--- config.mk ---
export PLATFORM = sky130hd
export DESIGN_NAME = dal_cell
export DESIGN_NICKNAME = d
export VERILOG_FILES = /design/src/design/dal_pkg.sv /design/src/design/dal_cell.sv
export SDC_FILE = /design/constraint.sdc
export NUM_CORES = 1
export LEC_CHECK = 0
export BUFFER_PORTS_ARGS = -buffer_cell sky130_fd_sc_hd__buf_2
export CAP_MARGIN = 10
export CORE_UTILIZATION = 41
export DETAILED_ROUTE_END_ITERATION = 16
export GPL_ROUTABILITY_DRIVEN = 1
export PLACE_DENSITY = 0.87
export SYNTH_ARGS = -nofsm -noshare
export SYNTH_HDL_FRONTEND = slang
export SYNTH_SLANG_ARGS = --single-unit
--- constraint.sdc ---
create_clock -name clock -period 2.3 [get_ports clock]
set_clock_uncertainty 0.2 [all_clocks]
set_input_delay 0.115 -clock clock [delete_from_list [all_inputs] [get_ports clock]]
set_output_delay 0.115 -clock clock [all_outputs]
set_load 0.005 [all_outputs]
--- src/design/dal_pkg.sv ---
// Shared constants, codes and types for the dense array list.
`default_nettype none
package dal_pkg;

   localparam int LIST_DEPTH = 128;
   localparam int DATA_W     = 32;
   localparam int POS_W      = 8;
   localparam int COUNT_OUT_W = 8;
   localparam int IDX_W      = $clog2(LIST_DEPTH);
   localparam int CNT_W      = $clog2(LIST_DEPTH + 1);
   localparam int CMP_W      = ((CNT_W > POS_W) ? CNT_W : POS_W) + 1;

   // Read tree: cells are ORed in groups, one register per group.
   localparam int RD_GROUP   = 16;
   localparam int NUM_GROUPS = (LIST_DEPTH + RD_GROUP - 1) / RD_GROUP;

   localparam int REQ_DATA_W = 48;
   localparam int RSP_DATA_W = 48;

   typedef enum logic [1:0] {
      MODE_APPEND = 2'd0,
      MODE_WRITE  = 2'd1,
      MODE_DELETE = 2'd2,
      MODE_READ   = 2'd3
   } mode_type;

   typedef enum logic [1:0] {
      ST_OK      = 2'd0,
      ST_FULL    = 2'd1,
      ST_BAD_POS = 2'd2
   } status_type;

   typedef enum logic [1:0] {
      OP_NONE   = 2'd0,
      OP_LOAD   = 2'd1,
      OP_REMOVE = 2'd2
   } cell_op_type;

   // Command broadcast to every cell in the cycle an item is accepted.
   typedef struct packed {
      cell_op_type              op;
      logic [IDX_W-1:0]         idx;
      logic signed [DATA_W-1:0] value;
      logic                     rd_en;
   } cell_cmd_type;

endpackage
`default_nettype wire

--- src/design/dal_cell.sv ---
// One slot of the list: holds an entry and hands it down to its lower neighbor.
`default_nettype none
module dal_cell
   import dal_pkg::*;
(
   input  wire logic                     clock,
   input  wire logic                     reset,
   input  wire logic [IDX_W-1:0]         my_index,
   input  wire cell_cmd_type             cmd,
   input  wire logic signed [DATA_W-1:0] next_data,
   output logic signed [DATA_W-1:0]      data_out,
   output logic signed [DATA_W-1:0]      rd_data
);

   logic signed [DATA_W-1:0] data_ff;
   logic signed [DATA_W-1:0] data_in;
   logic                     hit;

   assign hit = (cmd.idx == my_index);

   always_comb begin
      data_in = data_ff;
      case (cmd.op)
         OP_LOAD: begin
            if (hit) data_in = cmd.value;
         end
         // Every cell at or above the removed slot takes its upper neighbor.
         OP_REMOVE: begin
            if (my_index >= cmd.idx) data_in = next_data;
         end
         default: data_in = data_ff;
      endcase
   end

   always_ff @(posedge clock) begin
      if (reset) begin
         data_ff <= '0;
      end else begin
         data_ff <= data_in;
      end
   end

   assign data_out = data_ff;
   assign rd_data  = (cmd.rd_en && hit) ? data_ff : '0;

endmodule
`default_nettype wire

==> flow_summary.toml <==
[status]
status = "finished clean"

[power_and_ir_drop]
vdd_ir_drop_max_mv = 0.266
leakagePower_nw = 1.47
powerDensity_nw_per_um2 = 505
power_frac_clock_pct = 35.1
seqPwrFrac_pct = 42.1
p_sw_share_pct = 26.1
p_int_mw = 1.09
combPwrFrac_pct = 22.8
p_total_mw = 1.47
p_switching_mw = 0.384

[synth]
syn_area_um2 = 2060
synthTopCellsByArea = "dfxtp_1 (31%), a211oi_2 (18%), mux2i_1 (16%)"
synth-edff-count = 0
yosysUniqueCellTypes = 26
synth_warnings = 0
ys_ff_latch = 32
synthFlopType = "dfxtp_1"
syn-num-nets = 300
yosys.area.top_type_share_pct = 31.1
synth.avg_cell_area_um2 = 9.82
yosys.area.top_type = "dfxtp_1"
synthArstFlopShare_pct = 0
synthCells = 210
ys_seq_area_share_pct = 31.1
synthTopCellsByCount = "and2_1 (32), dfxtp_1 (32), mux2i_1 (32), nor3_1 (32), a211oi_2 (30)"

[timing]
final.setup.tns_ns = 0
whs_ns = 0.0144
rsz0062_at_grt = "no"
finalHoldViolCount = 0
timing.slew.headroom_pct = 40.4
period_share_pct = 84.8
final.min_clock_period_ns = 1.95
final_max_slew_viol_count = 0
max_clock_freq_mhz = 513
finalSetupViolCount = 0
worst_pin_slew_ns = 0.894

[floorplanning]
start_util_pct = 43.1
io_pins = 147
die_y_um = 72.9
core-area_um2 = 4790
die_w_um = 72.9
placementRows = 25
die-area_um2 = 5320

[critical_path]
startpoint = "cmd[39]"
crit_required_ns = 1.99
slowest_stage = "and3_2"
path_cells = "buf_2 > inv_1 > ha_1 > and4_1 > and3_2 > and2_1 > buf_2"
crit_top_cell = "buf_2"
path_class = "input pin to output pin"
cp_slowest_stage_delay_ns = 0.50
r2r_slack_ns = 1.31
end_kind = "output pin"
crit_path_start_kind = "input pin"
critPathMaxFanout = 32
crit_arrival_ns = 1.64
r2r_start = "data_out[26]"

[global_routing]
grt_pass1_vias = 1890
global_route.usage.total_pct = 19.9
grt_pass1_wl_mm = 8.15
grt_max_degree = 33
antenna_found_initial = 0
overflow = 0

[finish]
layout-drive-gt1-share_pct = 56.0
syn_to_final_growth_pct = 41.2
largest_reg_flops = 32
num_antenna_cells = 0
fin_cells = 417
fill_cells = 432
fin_nets = 439

[routing]
wl_mm = 5.35
dr.pass1.iters = 4
viasPerCell = 4.94
vias = 2058
ant_nets = 0
drtIter0Drc = 47
drcViolationCount = 0
wl_per_cell_um = 12.8

[placement]
gp_congestion = 0.776
hpwl_mm = 4.02
port_buffers = 146
dp_cells = 409

[cts]
cts_tree = "yes"
cts.path.max_buffers = 2
cts.sinks = 32
cts_buffers = 5
cts-resized-gates = 0
clk_pin_slew_ns = 0.07
root_buffer = "clkbuf_8"
clk_latency_ns = 0.27
cts_max_level = 2
postCtsSetupBuffers = 0
ctsHoldBuffers = 0

[min_path]
hold_path.startpoint = "cmd[7]"
worstHoldPathType = "input pin to flop"

[run]
drv_cap = 0
## per-stage QoR
stage	setup WS (ns)	utilization [%]	area, µm²
2_1_floorplan	0.510	-	2060
6_report	0.349	60.8	2910
4_1_cts	0.0370	60.8	2910
5_1_grt	0.252	60.8	2910
3_5_place_dp	0.0415	58.6	2800
3_3_place_gp	0.178	58.6	2800
## cell families (layout without fill, tap and decap cells)
kind of cell | after synthesis | after routing | share of synthesized area (%)
and+or+nand+nor | 73 | 73 | 20.3
AOI/OAI and AO/OA | 38 | 38 | 21.3
muxes | 32 | 32 | 15.5
DFF | 32 | 32 | 31.1
buffers and inverters | 28 | 168 | 7.58
adders and majority gates | 7 | 7 | 4.25
## final timing paths
path	cells after the start	to
worst max register to register	2	data_out[26]
worst min-delay path	3	data_out[6]
worst max-delay path	7	rd_data[16]
worst min register to register	2	data_out[10]
## routing by layer
metal	global-route usage, %	routed length (µm)	vias to the layer above
met5	0	0	-
met4	8.50	110	0
met3	3.31	308	10
met2	36.3	2720	96
met1	22.7	2210	915
li1	-	-	1037
## power by group through the flow
stage               Combinational, mW  Clock, mW  Sequential [mW]
floorplan                       0.203          0            0.632
CTS                             0.339      0.533            0.619
global placement                0.324          0            0.630
finish                          0.335      0.516            0.618
detailed placement              0.338          0            0.630
global route                    0.368      0.553            0.624
## cells in the final DEF (no fill, tap or decap), types with 2 or more instances in the layout
cell type  Yosys  layout
a211oi_1       2       2
a211oi_2      30      30
a21oi_2        2       2
and2_1        32      32
buf_2          8     146
buf_4          0       6
clkbuf_8       0       5
dfxtp_1       32      32
ha_1           7       7
inv_1          7       7
mux2i_1       32      32
nor3_1        32      32
## worst max-delay path, delay by kind of cell
family                   cells  cell delay, ns
buffers and inverters        3            0.22
adder cells (fa/ha/maj)      1            0.32
AND/OR/NAND/NOR              3            0.96
## final cells by class
type	instances	area, µm²	share of cell area, %
inverter	8	30.0	1.03
tap	67	83.8	2.88
sequential	32	641	22.0
clock inverter	2	35.0	1.20
clock buffer	6	72.6	2.49
multi-input combinational	150	1270	43.7
timing repair buffer	152	776	26.6
Note: power is estimated with default switching activity, not from simulation.
