### config.mk
export PLATFORM = sky130hd
export DESIGN_NAME = dal_ctrl
export DESIGN_NICKNAME = d
export VERILOG_FILES = /design/src/design/dal_pkg.sv /design/src/design/dal_ctrl.sv
export SDC_FILE = /design/constraint.sdc
export NUM_CORES = 1
export LEC_CHECK = 0
export BUFFER_PORTS_ARGS = -buffer_cell sky130_fd_sc_hd__buf_4
export CORE_ASPECT_RATIO = 1.1
export CORE_UTILIZATION = 48
export CTS_BUF_LIST = sky130_fd_sc_hd__clkbuf_16
export CTS_CLUSTER_DIAMETER = 120
export CTS_CLUSTER_SIZE = 20
export DETAILED_ROUTE_END_ITERATION = 12
export PLACE_DENSITY = 0.82
export SYNTH_ARGS = -nofsm -noshare
export SYNTH_HDL_FRONTEND = slang
export SYNTH_SLANG_ARGS = --single-unit
### constraint.sdc
create_clock -name clock -period 6.7 [get_ports clock]
set_input_delay 1.34 -clock clock [delete_from_list [all_inputs] [get_ports clock]]
set_output_delay 1.34 -clock clock [all_outputs]
set_load 0.1 [all_outputs]
### src/design/dal_pkg.sv
// Shared constants, codes and types for the dense array list.
`default_nettype none
package dal_pkg;

   localparam int LIST_DEPTH = 128;
   localparam int DATA_W     = 32;
   localparam int POS_W      = 8;
   localparam int COUNT_OUT_W = 8;
   localparam int IDX_W      = $clog2(LIST_DEPTH);
   localparam int CNT_W      = $clog2(LIST_DEPTH + 1);
   localparam int CMP_W      = ((CNT_W > POS_W) ? CNT_W : POS_W) + 1;

   // Read tree: cells are ORed in groups, one register per group.
   localparam int RD_GROUP   = 16;
   localparam int NUM_GROUPS = (LIST_DEPTH + RD_GROUP - 1) / RD_GROUP;

   localparam int REQ_DATA_W = 48;
   localparam int RSP_DATA_W = 48;

   typedef enum logic [1:0] {
      MODE_APPEND = 2'd0,
      MODE_WRITE  = 2'd1,
      MODE_DELETE = 2'd2,
      MODE_READ   = 2'd3
   } mode_type;

   typedef enum logic [1:0] {
      ST_OK      = 2'd0,
      ST_FULL    = 2'd1,
      ST_BAD_POS = 2'd2
   } status_type;

   typedef enum logic [1:0] {
      OP_NONE   = 2'd0,
      OP_LOAD   = 2'd1,
      OP_REMOVE = 2'd2
   } cell_op_type;

   // Command broadcast to every cell in the cycle an item is accepted.
   typedef struct packed {
      cell_op_type              op;
      logic [IDX_W-1:0]         idx;
      logic signed [DATA_W-1:0] value;
      logic                     rd_en;
   } cell_cmd_type;

endpackage
`default_nettype wire

### src/design/dal_ctrl.sv
// Decodes each accepted word into a cell command and keeps the entry count.
`default_nettype none
module dal_ctrl
   import dal_pkg::*;
(
   input  wire logic                     clock,
   input  wire logic                     reset,
   input  wire logic                     accept,
   input  wire logic [1:0]               mode,
   input  wire logic [POS_W-1:0]         position,
   input  wire logic signed [DATA_W-1:0] value,
   output cell_cmd_type                  cmd,
   output logic [CNT_W-1:0]              count_next,
   output status_type                    status
);

   logic [CNT_W-1:0] count_ff;
   logic [CNT_W-1:0] count_in;
   logic [CMP_W-1:0] idx_wide;
   logic             full;
   logic             pos_bad;
   logic             in_list;
   logic             val_nz;

   assign full     = (count_ff == CNT_W'(LIST_DEPTH));
   assign pos_bad  = (position == '0) || (CMP_W'(position) > CMP_W'(LIST_DEPTH));
   assign idx_wide = CMP_W'(position) - CMP_W'(1);
   assign in_list  = (idx_wide < CMP_W'(count_ff));
   assign val_nz   = (value != '0);

   always_comb begin
      cmd.op    = OP_NONE;
      cmd.idx   = IDX_W'(idx_wide);
      cmd.value = value;
      cmd.rd_en = 1'b0;
      count_in  = count_ff;
      status    = ST_OK;
      case (mode_type'(mode))
         MODE_APPEND: begin
            if (full) begin
               status = ST_FULL;
            end else if (val_nz) begin
               cmd.op   = OP_LOAD;
               cmd.idx  = IDX_W'(count_ff);
               count_in = count_ff + CNT_W'(1);
            end
         end
         MODE_WRITE: begin
            if (pos_bad) begin
               status = ST_BAD_POS;
            end else if (in_list) begin
               if (val_nz) begin
                  cmd.op = OP_LOAD;
               end else begin
                  cmd.op   = OP_REMOVE;
                  count_in = count_ff - CNT_W'(1);
               end
            end else if (val_nz && !full) begin
               // Past the end: the value goes after the last entry.
               cmd.op   = OP_LOAD;
               cmd.idx  = IDX_W'(count_ff);
               count_in = count_ff + CNT_W'(1);
            end
         end
         MODE_DELETE: begin
            if (pos_bad) begin
               status = ST_BAD_POS;
            end else if (in_list) begin
               cmd.op   = OP_REMOVE;
               count_in = count_ff - CNT_W'(1);
            end
         end
         MODE_READ: begin
            if (pos_bad) begin
               status = ST_BAD_POS;
            end else begin
               cmd.rd_en = in_list;
            end
         end
         default: status = ST_OK;
      endcase
      if (!accept) begin
         cmd.op    = OP_NONE;
         cmd.rd_en = 1'b0;
         count_in  = count_ff;
      end
   end

   always_ff @(posedge clock) begin
      if (reset) begin
         count_ff <= '0;
      end else begin
         count_ff <= count_in;
      end
   end

   assign count_next = count_in;

endmodule
`default_nettype wire

==> run summary <==
Result of the run: completed
Via count of the routed design: 2,581
Biggest regs: count_ff: 8 flops
Most numerous cell types in the synthesized netlist: sky130_fd_sc_hd__buf_4, sky130_fd_sc_hd__nor2_1, sky130_fd_sc_hd__nand2_1
Synthesized instance count: 302
Warnings from Yosys: 0
Placement Cell Area: 2520 sq um
Netlist area before placement: 1990 sq um
Worst setup EP type: output port
RD Place Congestion: 0.998
Top post-synthesis cells by area: sky130_fd_sc_hd__buf_4, sky130_fd_sc_hd__dfxtp_1, sky130_fd_sc_hd__ha_1, sky130_fd_sc_hd__a21oi_1, sky130_fd_sc_hd__nor2_1
Endpoints failing setup: 0
Die outline height: 69.6 um
Async set-reset flop share out of synthesis: 0%
Inserted Clock Buffers: 3
TritonCTS clock tree: built
Series of cell instances along the critical path: buf_4, inv_1, ha_1, or4b_4, o21ai_0, nand2_1, ha_1, and3_1, nand3_1, o2111ai_1, buf_4, nor3_1, a221o_1, a2111oi_2, nor2_1, buf_4
Most frequent cell on the critical path: sky130_fd_sc_hd__buf_4
Hold path start: count_ff[7]
Fill cells: 373
Worst reg2reg path endpoint: count_ff[4]
Area inside the core boundary: 3960 sq um
Reg2Reg Depth: 9
Data arrival at the endpoint of the critical path: 5.04 ns
Number of synthesized register bits: 8
ANT nets after route: 0
Final period util: 95.2%
CP max FO: 8
Highest Clock Rate: 157 MHz
Class of the tightest hold or removal check: reg2reg
ANT cells: 0
Count of flip-flops with a built-in enable after synthesis: 0
Via-per-instance ratio: 6.39
FF-to-FF Start: count_ff[2]
Number of pins exceeding their max-slew limit in the final report: 0
Die footprint: 4410 sq um
Cell with the most instances after synthesis: sky130_fd_sc_hd__buf_4
Most instantiated flip-flop cell in the synthesis netlist: sky130_fd_sc_hd__dfxtp_1
Fin area: 2610 sq um
Setup_tns: 0 ns
IR Drop Worst-Case VDD: 0.000110 V
Post-synth top area cell: sky130_fd_sc_hd__buf_4
Final critical-path required period: 6.38 ns
Distinct cell type count of the synthesized netlist: 56
Portion of the post-synthesis area used by sequential elements: 8.04%
Maximum number of buffers from clock root to sink: 2
DRC viols: 0
CP Class: in2out
CP Data Required Time: 5.36 ns
End point of the most critical hold path: count_ff[7]
Cell with the largest stage delay on the worst path: sky130_fd_sc_hd__or4b_4
Net count after synthesis: 358
Leakage power total: 1.09 nW
Synthesized area per cell: 6.60 sq um
Row count: 24
Via count of the first global-routing pass: 2,290
Overall fraction of global-route tracks in use: 29.4%
Portion of synthesized cell area occupied by the leading cell type: 12.1%
Max FFs per register: 8
Sort of element at the start of the critical path: primary input
Count of port buffers added during placement: 96
Cells on Worst Hold Path: 2
CP bufs+invs: 4
Slew margin rel.: 47.6%
Initial antenna violation count: 0
Sum of overflow across all layers after global routing: 0
Detailed placement HPWL: 5030 um
Routed len/inst: 16.2 um
Final worst clock skew: 0.0101 ns
Setup repair after global routing missed its margin: false
R2R Setup Slk: 3.42 ns
Top register by number of flip-flops: count_ff
Register clock-pin slew on the reported worst setup and hold paths: 0.04 ns
Hold Violations, Final: 0
Critical Path Max Stage Delay: 0.51 ns
CTS H-tree lvls: 1
Power per unit of standard cell area: 169 nW/um^2
Number of iterations in the first detailed-routing pass: 6
Wire length of the first global-routing pass: 10,700 um
Post-Route WL: 6560 um
Die Span X: 63.4 um
Iteration-0 DRC count of the detailed router: 309
Top cell family by delay on the critical path: compound AO/OA/AOI/OAI gates
CTS root buf: sky130_fd_sc_hd__clkbuf_16
Starting utilization of the core area: 50.3%
Number of nets in the finished design: 410
Latest clock arrival within the worst-skew pair: 0.24 ns
Maximum number of pins on one net before global-route repair: 23
Area growth from synthesis to final layout: 30.8%
Num ports: 97
Fraction of final layout cells with drive strength greater than 1: 34.1%
CTS Sinks: 8
Cts-stage hold buffer count: 0
Worst Max-Slew Pin Slew: 0.783 ns
Maximum Capacitance Violations: 0
## worst reg2reg max path, cell delays in order (launching register included)
cell and delay (ns):
sky130_fd_sc_hd__dfxtp_1 0.55, sky130_fd_sc_hd__clkinv_1 0.35, sky130_fd_sc_hd__ha_1 0.39, sky130_fd_sc_hd__a21o_1 0.16, sky130_fd_sc_hd__a31oi_1 0.32, sky130_fd_sc_hd__o2111ai_1 0.34
sky130_fd_sc_hd__buf_4 0.28, sky130_fd_sc_hd__o41ai_1 0.36, sky130_fd_sc_hd__a31oi_1 0.11, sky130_fd_sc_hd__o32ai_1 0.31
## layout by cell type (no fill, tap or decap), drive strengths merged, types with 3 or more instances in the layout
master,Yosys,layout
nor3,14,14
dfxtp,8,8
mux2,4,4
and2,3,3
ha,11,11
xor2,3,3
clkbuf,16,3
or4,3,3
nand3,17,17
o22ai,3,3
inv,11,11
nor2,25,25
buf,36,99
o21ai,16,16
nand2,23,23
a31oi,10,10
and3,3,3
nor4,12,12
or3,4,4
nand2b,5,5
a21oi,19,19
a21o,4,4
a311oi,5,5
nand4,10,10
a211oi,3,3
a221oi,3,3
## cells by family after synthesis
logic type	Yosys count	share of synthesized area (%)
AO/OA/AOI/OAI	85	29.5
adder cells (fa/ha/maj)	11	6.91
XOR/XNOR	4	1.76
buffers and inverters	64	18.6
flip-flops	8	8.03
AND/OR/NAND/NOR	125	32.4
multiplexers	5	2.76
## what timing repair did
action	in CTS	in global routing
resized for setup	0	2
buffers inserted	0	0
hold endpoints to repair	0	0
endpoints found under the setup margin	0	2
## where the power goes
part | switching, mW | total (mW) | leakage [nW] | internal [mW]
logic | 0.208 | 0.279 | 0.987 | 0.0704
registers | 0.00473 | 0.0541 | 0.0647 | 0.0494
clock network | 0.0290 | 0.107 | 0.0370 | 0.0775
## stage by stage
| stage | utilization, % | setup WS, ns | hold WS [ns] | std cells | power, mW |
|---|---|---|---|---|---|
| floorplan | - | -0.157 | 0.587 | 302 | 0.274 |
| global route | 65.8 | 0.111 | 0.702 | 404 | 0.454 |
| global placement | 63.5 | 0.367 | 0.623 | 401 | 0.327 |
| finish | 65.8 | 0.324 | 0.655 | 404 | 0.439 |
| detailed placement | 63.5 | 0.259 | 0.638 | 401 | 0.330 |
| CTS | 65.4 | 0.238 | 0.645 | 404 | 0.435 |
## worst max-delay path by stage
| stage | from | depth (start not counted) | to |
|---|---|---|---|
| 6_report | position[0] | 16 | count_next[1] |
| 5_1_grt | position[0] | 15 | count_next[4] |
| 4_1_cts | position[0] | 15 | count_next[6] |
| 3_5_place_dp | position[0] | 15 | count_next[6] |
| 3_3_place_gp | position[0] | 15 | count_next[6] |
| 2_1_floorplan | position[0] | 13 | cmd[39] |
## layer usage
metal  track usage, %  vias up  share of wire [%]
li1                 -     1212                  -
met3             4.44       31                9.9
met1             37.1     1157                 39
met5             3.75        -                  0
met2             47.6      181                 47
met4             14.4        0                3.1
## final cells by class
cell class	instances	area [sq um]	share of cell area, %
timing repair buffer	99	743	28.5
multi-input combinational	230	1520	58.2
sequential	8	160	6.14
tap	52	65.1	2.50
clock buffer	3	75.1	2.88
inverter	12	45.0	1.73
Power figures use the tool's default switching activity.
